### src/rtl/jsu_pkg.sv
// Shared types, codes and helper functions of the JSON string unescaper.
package jsu_pkg;

   localparam int LEN_BITS   = 16;
   localparam int FIFO_DEPTH = 4;   // power of two
   localparam int FIFO_PTR_BITS = $clog2(FIFO_DEPTH);
   localparam int FIFO_CNT_BITS = $clog2(FIFO_DEPTH + 1);

   // result status codes
   localparam logic [1:0] ST_OK    = 2'd0;
   localparam logic [1:0] ST_NOMEM = 2'd1;
   localparam logic [1:0] ST_BAD   = 2'd2;

   // up to four bytes of one character, first byte in slot 0
   typedef struct packed {
      logic [3:0][7:0] bytes;
      logic [2:0]      n;
   } jsu_utf8_type;

   typedef struct packed {
      logic       ok;
      logic [3:0] value;
   } jsu_hex_type;

   // one entry of the front-to-back queue
   typedef struct packed {
      logic [3:0][7:0]       bytes;
      logic [2:0]            n_bytes;
      logic                  has_done;
      logic [1:0]            status;
      logic [LEN_BITS-1:0]   base_len;
   } jsu_cmd_type;

   function automatic jsu_hex_type hex_digit(input logic [7:0] c);
      jsu_hex_type r;
      r.ok    = 1'b1;
      r.value = 4'd0;
      if (c >= 8'h30 && c <= 8'h39) begin
         r.value = 4'(c - 8'h30);
      end else if (c >= 8'h61 && c <= 8'h66) begin
         r.value = 4'(c - 8'h57);
      end else if (c >= 8'h41 && c <= 8'h46) begin
         r.value = 4'(c - 8'h37);
      end else begin
         r.ok = 1'b0;
      end
      return r;
   endfunction

   function automatic jsu_utf8_type raw_byte(input logic [7:0] b);
      jsu_utf8_type r;
      r.bytes    = '0;
      r.bytes[0] = b;
      r.n        = 3'd1;
      return r;
   endfunction

   function automatic jsu_utf8_type utf8_encode(input logic [20:0] cp);
      jsu_utf8_type r;
      r.bytes = '0;
      if (cp < 21'h80) begin
         r.bytes[0] = cp[7:0];
         r.n = 3'd1;
      end else if (cp < 21'h800) begin
         r.bytes[0] = {3'b110, cp[10:6]};
         r.bytes[1] = {2'b10, cp[5:0]};
         r.n = 3'd2;
      end else if (cp < 21'h10000) begin
         r.bytes[0] = {4'b1110, cp[15:12]};
         r.bytes[1] = {2'b10, cp[11:6]};
         r.bytes[2] = {2'b10, cp[5:0]};
         r.n = 3'd3;
      end else begin
         r.bytes[0] = {5'b11110, cp[20:18]};
         r.bytes[1] = {2'b10, cp[17:12]};
         r.bytes[2] = {2'b10, cp[11:6]};
         r.bytes[3] = {2'b10, cp[5:0]};
         r.n = 3'd4;
      end
      return r;
   endfunction

endpackage

### src/rtl/jsu_if.sv
// Request and response channel interfaces of the JSON string unescaper.
interface jsu_req_if;
   logic       valid;
   logic       ready;
   logic [7:0] in_byte;
   logic       in_last;

   modport source (output valid, output in_byte, output in_last, input ready);
   modport sink   (input valid, input in_byte, input in_last, output ready);
endinterface

interface jsu_rsp_if;
   logic                          valid;
   logic                          ready;
   logic [7:0]                    out_byte;
   logic                          out_valid;
   logic                          done_res;
   logic [1:0]                    status;
   logic [jsu_pkg::LEN_BITS-1:0]  out_length;

   modport source (output valid, output out_byte, output out_valid, output done_res,
                   output status, output out_length, input ready);
   modport sink   (input valid, input out_byte, input out_valid, input done_res,
                   input status, input out_length, output ready);
endinterface

### src/rtl/json_string_unescape_utf8.sv
// Top level of the JSON string unescaper: escaped bytes in, UTF-8 bytes and status out.
// Takes one escaped source byte per request and returns unescaped bytes, one per
// response: plain bytes pass through, \" \\ \/ \r \n \t \b \f give one byte, \uXXXX
// gives 1 to 3 UTF-8 bytes and a surrogate pair gives 4. The last request of a string
// adds a status-only done response (ok, no_memory or bad_string) carrying the final
// length; on an error the string ends at once and later requests up to the last byte
// are dropped without response. The request side accepts one request every cycle as
// long as the 4-entry command queue between front and back end has room; the
// response side delivers one response per cycle while rsp_ch.ready is high, and the
// sustained rate is one request per cycle whenever responses average at most one per
// request. csr_wr_data sets the destination capacity (reset 65535, one byte kept for
// a terminator); write it only while idle. The front end holds the escape state and
// the byte count, so a request takes effect there in the cycle it is accepted; its
// responses pass through a queue entry and the back end's current-command register.
module json_string_unescape_utf8 (
   input  logic                          clock,
   input  logic                          reset,
   input  logic                          csr_wr_en,
   input  logic [jsu_pkg::LEN_BITS-1:0]  csr_wr_data,
   jsu_req_if.sink                       req_ch,
   jsu_rsp_if.source                     rsp_ch
);

   jsu_pkg::jsu_cmd_type push_cmd;
   jsu_pkg::jsu_cmd_type head_cmd;
   logic                 push;
   logic                 pop;
   logic                 full;
   logic                 empty;

   // front end: escape decoding, capacity check, command build
   jsu_front u_front (
      .clock       (clock),
      .reset       (reset),
      .csr_wr_en   (csr_wr_en),
      .csr_wr_data (csr_wr_data),
      .req_ch      (req_ch),
      .q_full      (full),
      .q_push      (push),
      .q_cmd       (push_cmd)
   );

   // decouples request acceptance from response stalls
   jsu_fifo u_fifo (
      .clock     (clock),
      .reset     (reset),
      .push      (push),
      .push_data (push_cmd),
      .full      (full),
      .pop       (pop),
      .pop_data  (head_cmd),
      .empty     (empty)
   );

   // back end: one response per beat out of the current command
   jsu_back u_back (
      .clock   (clock),
      .reset   (reset),
      .q_head  (head_cmd),
      .q_empty (empty),
      .q_pop   (pop),
      .rsp_ch  (rsp_ch)
   );

endmodule

### src/rtl/jsu_front.sv
// Front end: accepts escaped bytes, tracks escape state, builds queue commands.
module jsu_front (
   input  logic                          clock,
   input  logic                          reset,
   input  logic                          csr_wr_en,
   input  logic [jsu_pkg::LEN_BITS-1:0]  csr_wr_data,
   jsu_req_if.sink                       req_ch,
   input  logic                          q_full,
   output logic                          q_push,
   output jsu_pkg::jsu_cmd_type          q_cmd
);

   localparam logic [2:0] PH_NORMAL  = 3'd0;
   localparam logic [2:0] PH_ESC     = 3'd1;
   localparam logic [2:0] PH_HEX1    = 3'd2;
   localparam logic [2:0] PH_WANT_BS = 3'd3;
   localparam logic [2:0] PH_WANT_U  = 3'd4;
   localparam logic [2:0] PH_HEX2    = 3'd5;

   localparam logic [7:0] CH_QUOTE  = 8'h22;
   localparam logic [7:0] CH_SLASH  = 8'h2F;
   localparam logic [7:0] CH_BSLASH = 8'h5C;
   localparam logic [7:0] CH_B      = 8'h62;
   localparam logic [7:0] CH_F      = 8'h66;
   localparam logic [7:0] CH_N      = 8'h6E;
   localparam logic [7:0] CH_R      = 8'h72;
   localparam logic [7:0] CH_T      = 8'h74;
   localparam logic [7:0] CH_U      = 8'h75;

   localparam logic [7:0] BYTE_BS  = 8'h08;
   localparam logic [7:0] BYTE_TAB = 8'h09;
   localparam logic [7:0] BYTE_LF  = 8'h0A;
   localparam logic [7:0] BYTE_FF  = 8'h0C;
   localparam logic [7:0] BYTE_CR  = 8'h0D;

   localparam int LB = jsu_pkg::LEN_BITS;

   logic [LB-1:0]  capacity_ff;
   logic [2:0]     phase_ff, phase_in;
   logic [2:0]     hex_count_ff, hex_count_in;
   logic [15:0]    hex_value_ff, hex_value_in;
   logic [9:0]     high_part_ff, high_part_in;
   logic [LB-1:0]  count_ff, count_in;
   logic           skipping_ff, skipping_in;

   logic                  accept;
   logic                  fail_req;
   logic                  emit_req;
   logic                  nomem;
   jsu_pkg::jsu_utf8_type emit;
   jsu_pkg::jsu_hex_type  hexd;
   logic [15:0]           hv_new;
   logic [20:0]           cp_pair;
   logic [LB-1:0]         limit;
   logic [7:0]            b;
   logic                  last;

   assign b      = req_ch.in_byte;
   assign last   = req_ch.in_last;
   assign req_ch.ready = !q_full;
   assign accept = req_ch.valid && req_ch.ready;
   assign limit  = (capacity_ff == '0) ? '0 : capacity_ff - {{(LB-1){1'b0}}, 1'b1};

   always_comb begin
      phase_in     = phase_ff;
      hex_count_in = hex_count_ff;
      hex_value_in = hex_value_ff;
      high_part_in = high_part_ff;
      count_in     = count_ff;
      skipping_in  = skipping_ff;
      fail_req     = 1'b0;
      emit_req     = 1'b0;
      emit         = jsu_pkg::raw_byte(b);
      hexd         = jsu_pkg::hex_digit(b);
      hv_new       = {hex_value_ff[11:0], hexd.value};
      // 0x10000 + high * 0x400 + (low - 0xDC00)
      cp_pair      = 21'h10000 + {1'b0, high_part_ff, hv_new[9:0]};
      q_cmd.bytes    = '0;
      q_cmd.n_bytes  = 3'd0;
      q_cmd.has_done = 1'b0;
      q_cmd.status   = jsu_pkg::ST_OK;
      q_cmd.base_len = count_ff;
      nomem          = 1'b0;

      if (skipping_ff) begin
         if (last) skipping_in = 1'b0;
      end else begin
         unique case (phase_ff)
            PH_NORMAL: begin
               if (b == CH_BSLASH) begin
                  phase_in = PH_ESC;
               end else begin
                  emit_req = 1'b1;
               end
            end
            PH_ESC: begin
               phase_in = PH_NORMAL;
               unique case (b)
                  CH_QUOTE, CH_BSLASH, CH_SLASH: emit_req = 1'b1;
                  CH_R: begin emit_req = 1'b1; emit = jsu_pkg::raw_byte(BYTE_CR); end
                  CH_N: begin emit_req = 1'b1; emit = jsu_pkg::raw_byte(BYTE_LF); end
                  CH_T: begin emit_req = 1'b1; emit = jsu_pkg::raw_byte(BYTE_TAB); end
                  CH_B: begin emit_req = 1'b1; emit = jsu_pkg::raw_byte(BYTE_BS); end
                  CH_F: begin emit_req = 1'b1; emit = jsu_pkg::raw_byte(BYTE_FF); end
                  CH_U: begin
                     phase_in     = PH_HEX1;
                     hex_count_in = 3'd0;
                     hex_value_in = 16'd0;
                  end
                  default: fail_req = 1'b1;
               endcase
            end
            PH_HEX1, PH_HEX2: begin
               if (!hexd.ok) begin
                  fail_req = 1'b1;
               end else begin
                  hex_value_in = hv_new;
                  hex_count_in = hex_count_ff + 3'd1;
                  if (hex_count_ff == 3'd3) begin
                     phase_in = PH_NORMAL;
                     if (phase_ff == PH_HEX2) begin
                        if (hv_new >= 16'hDC00 && hv_new <= 16'hDFFF) begin
                           emit_req = 1'b1;
                           emit     = jsu_pkg::utf8_encode(cp_pair);
                        end else begin
                           fail_req = 1'b1;
                        end
                     end else if (hv_new >= 16'hD800 && hv_new <= 16'hDBFF) begin
                        high_part_in = hv_new[9:0];
                        phase_in     = PH_WANT_BS;
                     end else if (hv_new >= 16'hDC00 && hv_new <= 16'hDFFF) begin
                        fail_req = 1'b1;   // lone low surrogate
                     end else begin
                        emit_req = 1'b1;
                        emit     = jsu_pkg::utf8_encode({5'd0, hv_new});
                     end
                  end
               end
            end
            PH_WANT_BS: begin
               if (b == CH_BSLASH) phase_in = PH_WANT_U;
               else fail_req = 1'b1;
            end
            PH_WANT_U: begin
               if (b == CH_U) begin
                  phase_in     = PH_HEX2;
                  hex_count_in = 3'd0;
                  hex_value_in = 16'd0;
               end else begin
                  fail_req = 1'b1;
               end
            end
            default: fail_req = 1'b1;
         endcase

         // whole character or nothing
         nomem = emit_req &&
                 (({1'b0, count_ff} + {{(LB-2){1'b0}}, emit.n}) > {1'b0, limit});

         if (fail_req || nomem) begin
            q_cmd.has_done = 1'b1;
            q_cmd.status   = nomem ? jsu_pkg::ST_NOMEM : jsu_pkg::ST_BAD;
            skipping_in    = !last;
         end else begin
            if (emit_req) begin
               q_cmd.bytes   = emit.bytes;
               q_cmd.n_bytes = emit.n;
               count_in      = count_ff + {{(LB-3){1'b0}}, emit.n};
            end
            if (last) begin
               q_cmd.has_done = 1'b1;
               q_cmd.status   = (phase_in != PH_NORMAL) ? jsu_pkg::ST_BAD : jsu_pkg::ST_OK;
            end
         end

         if (q_cmd.has_done) begin
            phase_in     = PH_NORMAL;
            hex_count_in = 3'd0;
            hex_value_in = 16'd0;
            high_part_in = 10'd0;
            count_in     = '0;
         end
      end
   end

   assign q_push = accept && (q_cmd.n_bytes != 3'd0 || q_cmd.has_done);

   always_ff @(posedge clock) begin
      if (reset) begin
         capacity_ff  <= '1;
         phase_ff     <= PH_NORMAL;
         hex_count_ff <= 3'd0;
         hex_value_ff <= 16'd0;
         high_part_ff <= 10'd0;
         count_ff     <= '0;
         skipping_ff  <= 1'b0;
      end else begin
         if (csr_wr_en) capacity_ff <= csr_wr_data;
         if (accept) begin
            phase_ff     <= phase_in;
            hex_count_ff <= hex_count_in;
            hex_value_ff <= hex_value_in;
            high_part_ff <= high_part_in;
            count_ff     <= count_in;
            skipping_ff  <= skipping_in;
         end
      end
   end

   a_cmd_shape: assert property (@(posedge clock) disable iff (reset)
      q_push |-> (q_cmd.n_bytes <= 3'd4) && (q_cmd.n_bytes != 3'd0 || q_cmd.has_done))
      else $error("queue command with bad byte count");

   a_err_no_data: assert property (@(posedge clock) disable iff (reset)
      q_push && q_cmd.has_done && q_cmd.status != jsu_pkg::ST_OK |-> q_cmd.n_bytes == 3'd0)
      else $error("error result carries data bytes");

   a_skip_after_err: assert property (@(posedge clock) disable iff (reset)
      q_push && q_cmd.has_done && q_cmd.status != jsu_pkg::ST_OK && !last
      |=> skipping_ff && phase_ff == PH_NORMAL)
      else $error("error before last byte did not start skipping");

endmodule

### src/rtl/jsu_fifo.sv
// Short command queue between front and back end.
module jsu_fifo (
   input  logic                  clock,
   input  logic                  reset,
   input  logic                  push,
   input  jsu_pkg::jsu_cmd_type  push_data,
   output logic                  full,
   input  logic                  pop,
   output jsu_pkg::jsu_cmd_type  pop_data,
   output logic                  empty
);

   localparam int PB = jsu_pkg::FIFO_PTR_BITS;
   localparam int CB = jsu_pkg::FIFO_CNT_BITS;

   jsu_pkg::jsu_cmd_type entry_ff [jsu_pkg::FIFO_DEPTH];
   logic [PB-1:0] wr_ptr_ff;
   logic [PB-1:0] rd_ptr_ff;
   logic [CB-1:0] count_ff;

   assign full     = (count_ff == CB'(jsu_pkg::FIFO_DEPTH));
   assign empty    = (count_ff == '0);
   assign pop_data = entry_ff[rd_ptr_ff];

   always_ff @(posedge clock) begin
      if (push) entry_ff[wr_ptr_ff] <= push_data;
   end

   always_ff @(posedge clock) begin
      if (reset) begin
         wr_ptr_ff <= '0;
         rd_ptr_ff <= '0;
         count_ff  <= '0;
      end else begin
         if (push) wr_ptr_ff <= wr_ptr_ff + {{(PB-1){1'b0}}, 1'b1};
         if (pop)  rd_ptr_ff <= rd_ptr_ff + {{(PB-1){1'b0}}, 1'b1};
         if (push && !pop)      count_ff <= count_ff + {{(CB-1){1'b0}}, 1'b1};
         else if (pop && !push) count_ff <= count_ff - {{(CB-1){1'b0}}, 1'b1};
      end
   end

   a_no_overrun: assert property (@(posedge clock) disable iff (reset)
      (push |-> !full || pop) and (pop |-> !empty))
      else $error("queue overrun or underrun");

endmodule

### src/rtl/jsu_back.sv
// Back end: plays out the results of the queued commands, one response per beat.
module jsu_back (
   input  logic                  clock,
   input  logic                  reset,
   input  jsu_pkg::jsu_cmd_type  q_head,
   input  logic                  q_empty,
   output logic                  q_pop,
   jsu_rsp_if.source             rsp_ch
);

   localparam int LB = jsu_pkg::LEN_BITS;

   jsu_pkg::jsu_cmd_type cur_ff;
   logic                 cur_valid_ff;
   logic [2:0]           idx_ff;

   logic [2:0] total;
   logic       is_data;
   logic       last_res;
   logic       rsp_fire;
   logic [2:0] len_add;

   assign total    = cur_ff.n_bytes + {2'd0, cur_ff.has_done};
   assign is_data  = idx_ff < cur_ff.n_bytes;
   assign last_res = (idx_ff == total - 3'd1);
   assign rsp_fire = rsp_ch.valid && rsp_ch.ready;
   assign q_pop    = !q_empty && (!cur_valid_ff || (rsp_fire && last_res));
   assign len_add  = is_data ? idx_ff + 3'd1 : idx_ff;

   assign rsp_ch.valid      = cur_valid_ff;
   assign rsp_ch.out_byte   = is_data ? cur_ff.bytes[idx_ff[1:0]] : 8'd0;
   assign rsp_ch.out_valid  = is_data;
   assign rsp_ch.done_res   = !is_data;
   assign rsp_ch.status     = is_data ? jsu_pkg::ST_OK : cur_ff.status;
   assign rsp_ch.out_length = cur_ff.base_len + {{(LB-3){1'b0}}, len_add};

   always_ff @(posedge clock) begin
      if (q_pop) cur_ff <= q_head;
   end

   always_ff @(posedge clock) begin
      if (reset) begin
         cur_valid_ff <= 1'b0;
         idx_ff       <= 3'd0;
      end else if (q_pop) begin
         cur_valid_ff <= 1'b1;
         idx_ff       <= 3'd0;
      end else if (rsp_fire) begin
         if (last_res) begin
            cur_valid_ff <= 1'b0;
            idx_ff       <= 3'd0;
         end else begin
            idx_ff <= idx_ff + 3'd1;
         end
      end
   end

   a_idx_in_range: assert property (@(posedge clock) disable iff (reset)
      cur_valid_ff |-> idx_ff < total)
      else $error("result index past end of command");

endmodule
### src/flat_wrapper.sv
// flat-port wrapper written by rule: the top's interface ports become plain ports
module json_string_unescape_utf8_flat 
  (clock, reset, csr_wr_en, csr_wr_data, req_ch_valid, req_ch_in_byte, req_ch_in_last, req_ch_ready, rsp_ch_valid, rsp_ch_out_byte, rsp_ch_out_valid, rsp_ch_done_res, rsp_ch_status, rsp_ch_out_length, rsp_ch_ready);
  jsu_req_if req_ch_i ();
  jsu_rsp_if rsp_ch_i ();
  input  logic clock;
  input  logic reset;
  input  logic csr_wr_en;
  input  logic [jsu_pkg::LEN_BITS-1:0] csr_wr_data;
  input wire logic [$bits(req_ch_i.valid)-1:0] req_ch_valid;
  input wire logic [$bits(req_ch_i.in_byte)-1:0] req_ch_in_byte;
  input wire logic [$bits(req_ch_i.in_last)-1:0] req_ch_in_last;
  output wire logic [$bits(req_ch_i.ready)-1:0] req_ch_ready;
  output wire logic [$bits(rsp_ch_i.valid)-1:0] rsp_ch_valid;
  output wire logic [$bits(rsp_ch_i.out_byte)-1:0] rsp_ch_out_byte;
  output wire logic [$bits(rsp_ch_i.out_valid)-1:0] rsp_ch_out_valid;
  output wire logic [$bits(rsp_ch_i.done_res)-1:0] rsp_ch_done_res;
  output wire logic [$bits(rsp_ch_i.status)-1:0] rsp_ch_status;
  output wire logic [$bits(rsp_ch_i.out_length)-1:0] rsp_ch_out_length;
  input wire logic [$bits(rsp_ch_i.ready)-1:0] rsp_ch_ready;
  assign req_ch_i.valid = req_ch_valid;
  assign req_ch_i.in_byte = req_ch_in_byte;
  assign req_ch_i.in_last = req_ch_in_last;
  assign req_ch_ready = req_ch_i.ready;
  assign rsp_ch_valid = rsp_ch_i.valid;
  assign rsp_ch_out_byte = rsp_ch_i.out_byte;
  assign rsp_ch_out_valid = rsp_ch_i.out_valid;
  assign rsp_ch_done_res = rsp_ch_i.done_res;
  assign rsp_ch_status = rsp_ch_i.status;
  assign rsp_ch_out_length = rsp_ch_i.out_length;
  assign rsp_ch_i.ready = rsp_ch_ready;
  json_string_unescape_utf8 u_core (.clock(clock), .reset(reset), .csr_wr_en(csr_wr_en), .csr_wr_data(csr_wr_data), .req_ch(req_ch_i), .rsp_ch(rsp_ch_i));
endmodule
### config.mk
export PLATFORM = sky130hd
export DESIGN_NAME = json_string_unescape_utf8_flat
export DESIGN_NICKNAME = d
export VERILOG_FILES = /design/src/rtl/jsu_pkg.sv /design/src/rtl/jsu_if.sv /design/src/rtl/json_string_unescape_utf8.sv /design/src/rtl/jsu_front.sv /design/src/rtl/jsu_fifo.sv /design/src/rtl/jsu_back.sv /design/src/flat_wrapper.sv
export SDC_FILE = /design/constraint.sdc
export NUM_CORES = 1
export LEC_CHECK = 0
export BUFFER_PORTS_ARGS = -buffer_cell sky130_fd_sc_hd__buf_2
export CELL_PAD_IN_SITES_DETAIL_PLACEMENT = 1
export CELL_PAD_IN_SITES_GLOBAL_PLACEMENT = 1
export CORE_ASPECT_RATIO = 1.2
export CORE_MARGIN = 5
export CORE_UTILIZATION = 40
export CTS_CLUSTER_SIZE = 16
export DETAILED_ROUTE_END_ITERATION = 10
export PLACE_DENSITY = 0.63
export SLEW_MARGIN = 0
export SYNTH_ARGS = -nofsm -noshare
export SYNTH_HDL_FRONTEND = slang
export SYNTH_HIERARCHICAL = 1
export SYNTH_SLANG_ARGS = --single-unit
export TNS_END_PERCENT = 1
### constraint.sdc
create_clock -name clock -period 8 [get_ports clock]
set_input_delay 1.6 -clock clock [delete_from_list [all_inputs] [get_ports clock]]
set_output_delay 1.6 -clock clock [all_outputs]
set_load 0.005 [all_outputs]
Word-level counts from Yosys, hierarchy flattened

Memories as Yosys holds them, arrays and structs flattened. A register that Yosys moved wholly into a read port is not among the register bits.
Cells that the tools add are included.

Magnitude comparators: 18
Bitwise gates (word level): 1
Muxes and demuxes: 96
Reductions and logical operators: 47
Eq/ne operators: 21
$add $sub $neg: 16

Operators with widths:

| cell                   | number |
|---|---|
| $mux 35                | 9 |
| $mux 16                | 5 |
| $pmux 35 s2            | 1 |
| $mux 10                | 6 |
| $eq 8x7->1 const B     | 7 |
| $pmux 11 s5            | 1 |
| $mux 3                 | 17 |
| $mux 24                | 2 |
| $mux 38                | 1 |
| $mux 12                | 3 |
| $add 16x3->16          | 2 |
| $ge 16x16->1 const B   | 2 |
| $le 16x16->1 const B   | 2 |
| $mux 8                 | 4 |
| $mux 1                 | 27 |
| $mux 25                | 1 |
| $pmux 12 s2            | 1 |
| $mux 11                | 2 |
| $add 17x20->21 const A | 1 |
| $lt 21x12->1 const B   | 1 |
| $lt 21x17->1 const B   | 1 |
| $lt 21x8->1 const B    | 1 |
| $mux 19                | 1 |
| $add 16x3->17          | 1 |
| 47 further kinds       | 100 |

Output and inout port bits: 30
Word-level logic and storage cells: 212
Register bits: 72
Memory bits (writable): 216
Memories kept: 1
Input port bits: 30

Memory list:

| name                   | words | bits a word | rd ports | clocked after Yosys merged registers in | wr ports | RTL line       | text |
|---|---|---|---|---|---|---|---|
| u_core.u_fifo.entry_ff | 4     | 54          | 1        | 1                                       | 1        | jsu_fifo.sv:16 | `jsu_pkg::jsu_cmd_type entry_ff [jsu_pkg::FIFO_DEPTH];` |

Logic depth before layout (Yosys ltp)

Word-level depth: 30
Depth in mapped cells: 26
Depth with buffers taken out: 25

Hierarchy

The synthesis kept the hierarchy.

By module, submodules not included:

| module    | times used | area each (um^2) | seq. area each (um^2) | cells an instance |
|---|---|---|---|---|
| jsu_fifo  | 1          | 8287.9           | 6666.4                | 326 |
| jsu_front | 1          | 5619.1           | 1221.2                | 769 |
| jsu_back  | 1          | 2571.2           | 1701.6                | 162 |

Worst setup path before layout

Ideal clock, no wire load.

Path type: input port to flip-flop
Start: input req_ch_in_byte[0]
End: memory u_core/u_fifo/entry_ff[0][51] (netlist name), data pin
Setup time: 146 ps
Stages: 25
Arrival: 6920 ps
Setup slack: 933 ps
Required time: 7854 ps
Buffers on the path: 0
Path through: inv_1 ha_1 nor3b_1 nor3_2 o21ai_1 nor2_1 o21a_1 nand2_1 inv_1 ha_1 a21o_1 a21oi_1 nor3_1 nand3_1 nor3_1 xor2_1 ha_1 nand2_1 or3_1 o32ai_1 o32ai_1 or4_4 or3_4 inv_2 and2_1

RTL lines:

| what               | RTL line           | text |
|---|---|---|
| start: declaration | flat_wrapper.sv:11 | `input wire logic [$bits(req_ch_i.in_byte)-1:0] req_ch_in_byte;` |
| end: declaration   | jsu_fifo.sv:16     |  |

==> reports/metrics.cfg <==
[grt]
grt_max_degree = 58
gr-total-overflow = 0
antenna_found_initial = 1
grt_pass1_vias = 11158
grt_usage_pct = 18.05
grt_first_pass_wirelength_um = 64780

[critical_path]
regToRegEndpoint = u_core/u_fifo/entry_ff[1][34]
path_class = input pin to register
timing.rr.start = u_core/u_front/high_part_ff[6]
startpoint_type = input pin
r2r_cells = 23
cp.arrival_ns = 7.61
crit_path_max_fanout = 10
crit_path_end_kind = register
ff2ff_setup_slack_ns = 1.05
required_ns = 8.24

[die]
die_h_um = 232.3
fp-row-count = 81
initial_core_util_pct = 40.45
die_area_um2 = 45370
die_w_um = 195.3
core_area_um2 = 40740
pin_count = 60

[power_and_ir_drop]
p_total_mw = 4.989
p_per_area_nw_per_um2 = 270.6
p_seq_share_pct = 49.1
switching_share_pct = 26.42
p_switching_mw = 1.318
peakVddDrop_uv = 132.3
p_int_mw = 3.671
p_leak_nw = 6.517
pwr-share-clk_pct = 32.4
p_comb_share_pct = 18.5

[timing]
fin_crit_ns = 7.366
finalHoldViolations = 0
setup_violations = 0
slew_headroom_pct = 30.35
worst_slew_pin_slew_ns = 1.038
maxSlewViolCount = 0
rsz0062_at_grt = false
skew_ns = 0.01643
setup_tns_ns = 0
max_freq_mhz = 135.8
fin_crit_sh_pct = 92.07

[synth]
synth-main-ff-cell = edfxtp_1
yosysTopAreaCell = edfxtp_1
synth.ff_latch_count = 344
synth_cell_types = 86
synthCells = 1257
async_flop_share_pct = 0
yosys_warnings = 6
syn_area_um2 = 16480
yosys.area.top_type_share_pct = 49.20
ys_seq_area_share_pct = 58.19
synth_edf_count = 270
synth.area.top_cells = edfxtp_1 49%, dfxtp_1 9.0%, mux4_2 7.9%
avgSynthCellArea_um2 = 13.11

[drt]
drt_first_pass_iters = 4
drc = 0
vias = 10503
vias_per_cell = 5.593
wl_per_cell_um = 21.89
wl_um = 41120
ant_nets = 0
dr.first_iter.drc_count = 575

[min_path]
holdPathStages = 2
hold_class = register to register
min_from = u_core/u_front/hex_count_ff[2]
whs_endpoint = u_core/u_front/hex_count_ff[2]

[clock_tree]
postCtsHoldBufs = 0
cts_root_buf = clkbuf_16
cts_max_level = 2
post_cts_buffers = 0
numCtsBuffers = 36
path_clk_slew_ns = 0.06
cts_tree = built
clock_sinks = 344
cts_resized = 0
clk_path_buf_depth = 3
clk_latency_ns = 0.52

[finish]
insertedDiodeCount = 0
fin_area_um2 = 18440
final_common_cell = edfxtp_1
fillers = 4228
final_util_pct = 45.25
area_growth_pct = 11.88
drive_gt1_share_pct = 16.80
fin_nets = 1386
layout_common_cells = 270 x edfxtp_1, 118 x nand2_1, 76 x nor2_1, 72 x dfxtp_1, 59 x buf_2

[placement]
dpl_cell_area_um2 = 17290
io_buffers = 59
dp_hpwl_um = 29020
place_congestion = 0.8916

[run_status]
outcome = finished clean

[flow_run]
cap_violations = 0

==> cells by family (layout without fill, tap and decap cells) <==
logic type,after synthesis,count (layout),synth area share (%)
simple gates,403,403,12.60
flops,344,344,58.19
compound gates,197,197,8.185
mux,111,111,11.58
buf+inv,109,189,3.318
xor+xnor,49,49,2.695
fa+ha+maj,43,43,3.402
other cells,1,3,0.02276
==> worst max-delay path by stage <==
stage                                 start                       endpoint  slack, ns  depth (start not counted)
after floorplan           req_ch_in_byte[0]  u_core/u_fifo/entry_ff[0][51]       0.93                         25
after global placement    req_ch_in_byte[0]  u_core/u_fifo/entry_ff[0][34]       0.33                         26
after detailed placement  req_ch_in_byte[0]  u_core/u_fifo/entry_ff[2][34]       0.23                         26
after CTS                 req_ch_in_byte[0]  u_core/u_fifo/entry_ff[1][34]       0.72                         26
after global routing      req_ch_in_byte[0]  u_core/u_fifo/entry_ff[1][34]       0.27                         26
final                     req_ch_in_byte[0]  u_core/u_fifo/entry_ff[1][34]       0.63                         25
==> metal layers <==
| layer | part of all wire, % | vias up | wire, um | GRT usage, % |
|---|---|---|---|---|
| met1 | 44 | 5269 | 17930 | 23.42 |
| li1 | - | 4924 | - | - |
| met2 | 49 | 226 | 20320 | 31.57 |
| met5 | 0.017 | - | 7 | 0 |
| met4 | 3.2 | 2 | 1303 | 5.805 |
| met3 | 3.8 | 82 | 1551 | 2.322 |
==> cell usage after synthesis, drive strengths merged (6+ instances only) <==
library cell  instances
a211oi               12
a21oi                50
a22oi                 7
a31oi                 9
and2                 14
and3                 12
buf                  29
clkbuf               40
dfxtp                74
edfxtp              270
ha                   40
inv                  39
mux2i                44
mux4                 62
nand2               118
nand2b               12
nand3                30
nand3b                6
nand4                25
nor2                 76
nor2b                21
nor3                 26
nor4                 14
o211ai                9
o21ai                33
o21bai                7
or3                  12
or4                   9
xnor2                25
xor2                 23
==> through the flow <==
step / cells / hold WS, ns / setup WS (ns)
5_1_grt: 1878 / 0.5039 / 0.2714
6_report: 1878 / 0.4580 / 0.6342
3_3_place_gp: 1814 / 0.4424 / 0.3275
4_1_cts: 1878 / 0.4670 / 0.7242
3_5_place_dp: 1814 / 0.4575 / 0.2309
2_1_floorplan: 1259 / 0.4347 / 0.9334
==> sequential cells by signal (all words and copies together) (netlist names), named ones only <==
| signal | cells |
|---|---|
| u_core/u_front/count_ff | 16 |
| u_core/u_fifo/count_ff | 3 |
| u_core/u_back/cur_ff | 54 |
| u_core/u_front/capacity_ff | 16 |
| u_core/u_fifo/entry_ff | 216 |
| u_core/u_front/hex_value_ff | 12 |
| u_core/u_fifo/wr_ptr_ff | 2 |
| u_core/u_fifo/rd_ptr_ff | 2 |
| u_core/u_back/rsp_ch.valid | 1 |
| u_core/u_back/idx_ff | 3 |
| u_core/u_front/hex_count_ff | 3 |
| u_core/u_front/phase_ff | 3 |
| u_core/u_front/skipping_ff | 1 |
| u_core/u_front/high_part_ff | 10 |
==> power groups by stage <==
stage	Sequential [mW]	Combinational [mW]	Clock, mW
2_1_floorplan	2.41	0.721	0
3_3_place_gp	2.48	0.937	0
3_5_place_dp	2.50	0.952	0
4_1_cts	2.46	0.955	1.66
5_1_grt	2.49	1.02	1.75
6_report	2.45	0.922	1.62
==> final cells by class <==
cell class / instances / area, um2 / share of cell area, %
Tap cell: 539 / 674.4 / 3.658
Sequential cell: 344 / 9597 / 52.06
Inverter: 40 / 150.1 / 0.8144
Timing Repair Buffer: 85 / 490.5 / 2.661
Multi-Input combinational cell: 806 / 6377 / 34.59
Clock inverter: 21 / 187.7 / 1.018
Clock buffer: 43 / 958.4 / 5.199
==> critical path, stage by stage <==
cell	delay [ns]
buf_2	0.16
inv_1	0.12
ha_1	0.25
nor3b_1	0.48
nor3_2	0.11
o21ai_1	0.18
nor2_1	0.12
o21a_1	0.25
nand2_1	0.11
ha_1	0.16
inv_1	0.06
fa_1	0.40
nor2b_1	0.21
o2111a_1	0.31
nand3_1	0.12
xnor2_1	0.18
ha_1	0.33
nand4_1	0.12
or3_1	0.38
o32ai_1	0.31
o32ai_1	0.27
nor4_2	0.29
buf_4	0.20
nand4_1	0.32
a21oi_1	0.57
Note: power is estimated with default switching activity, not from simulation.
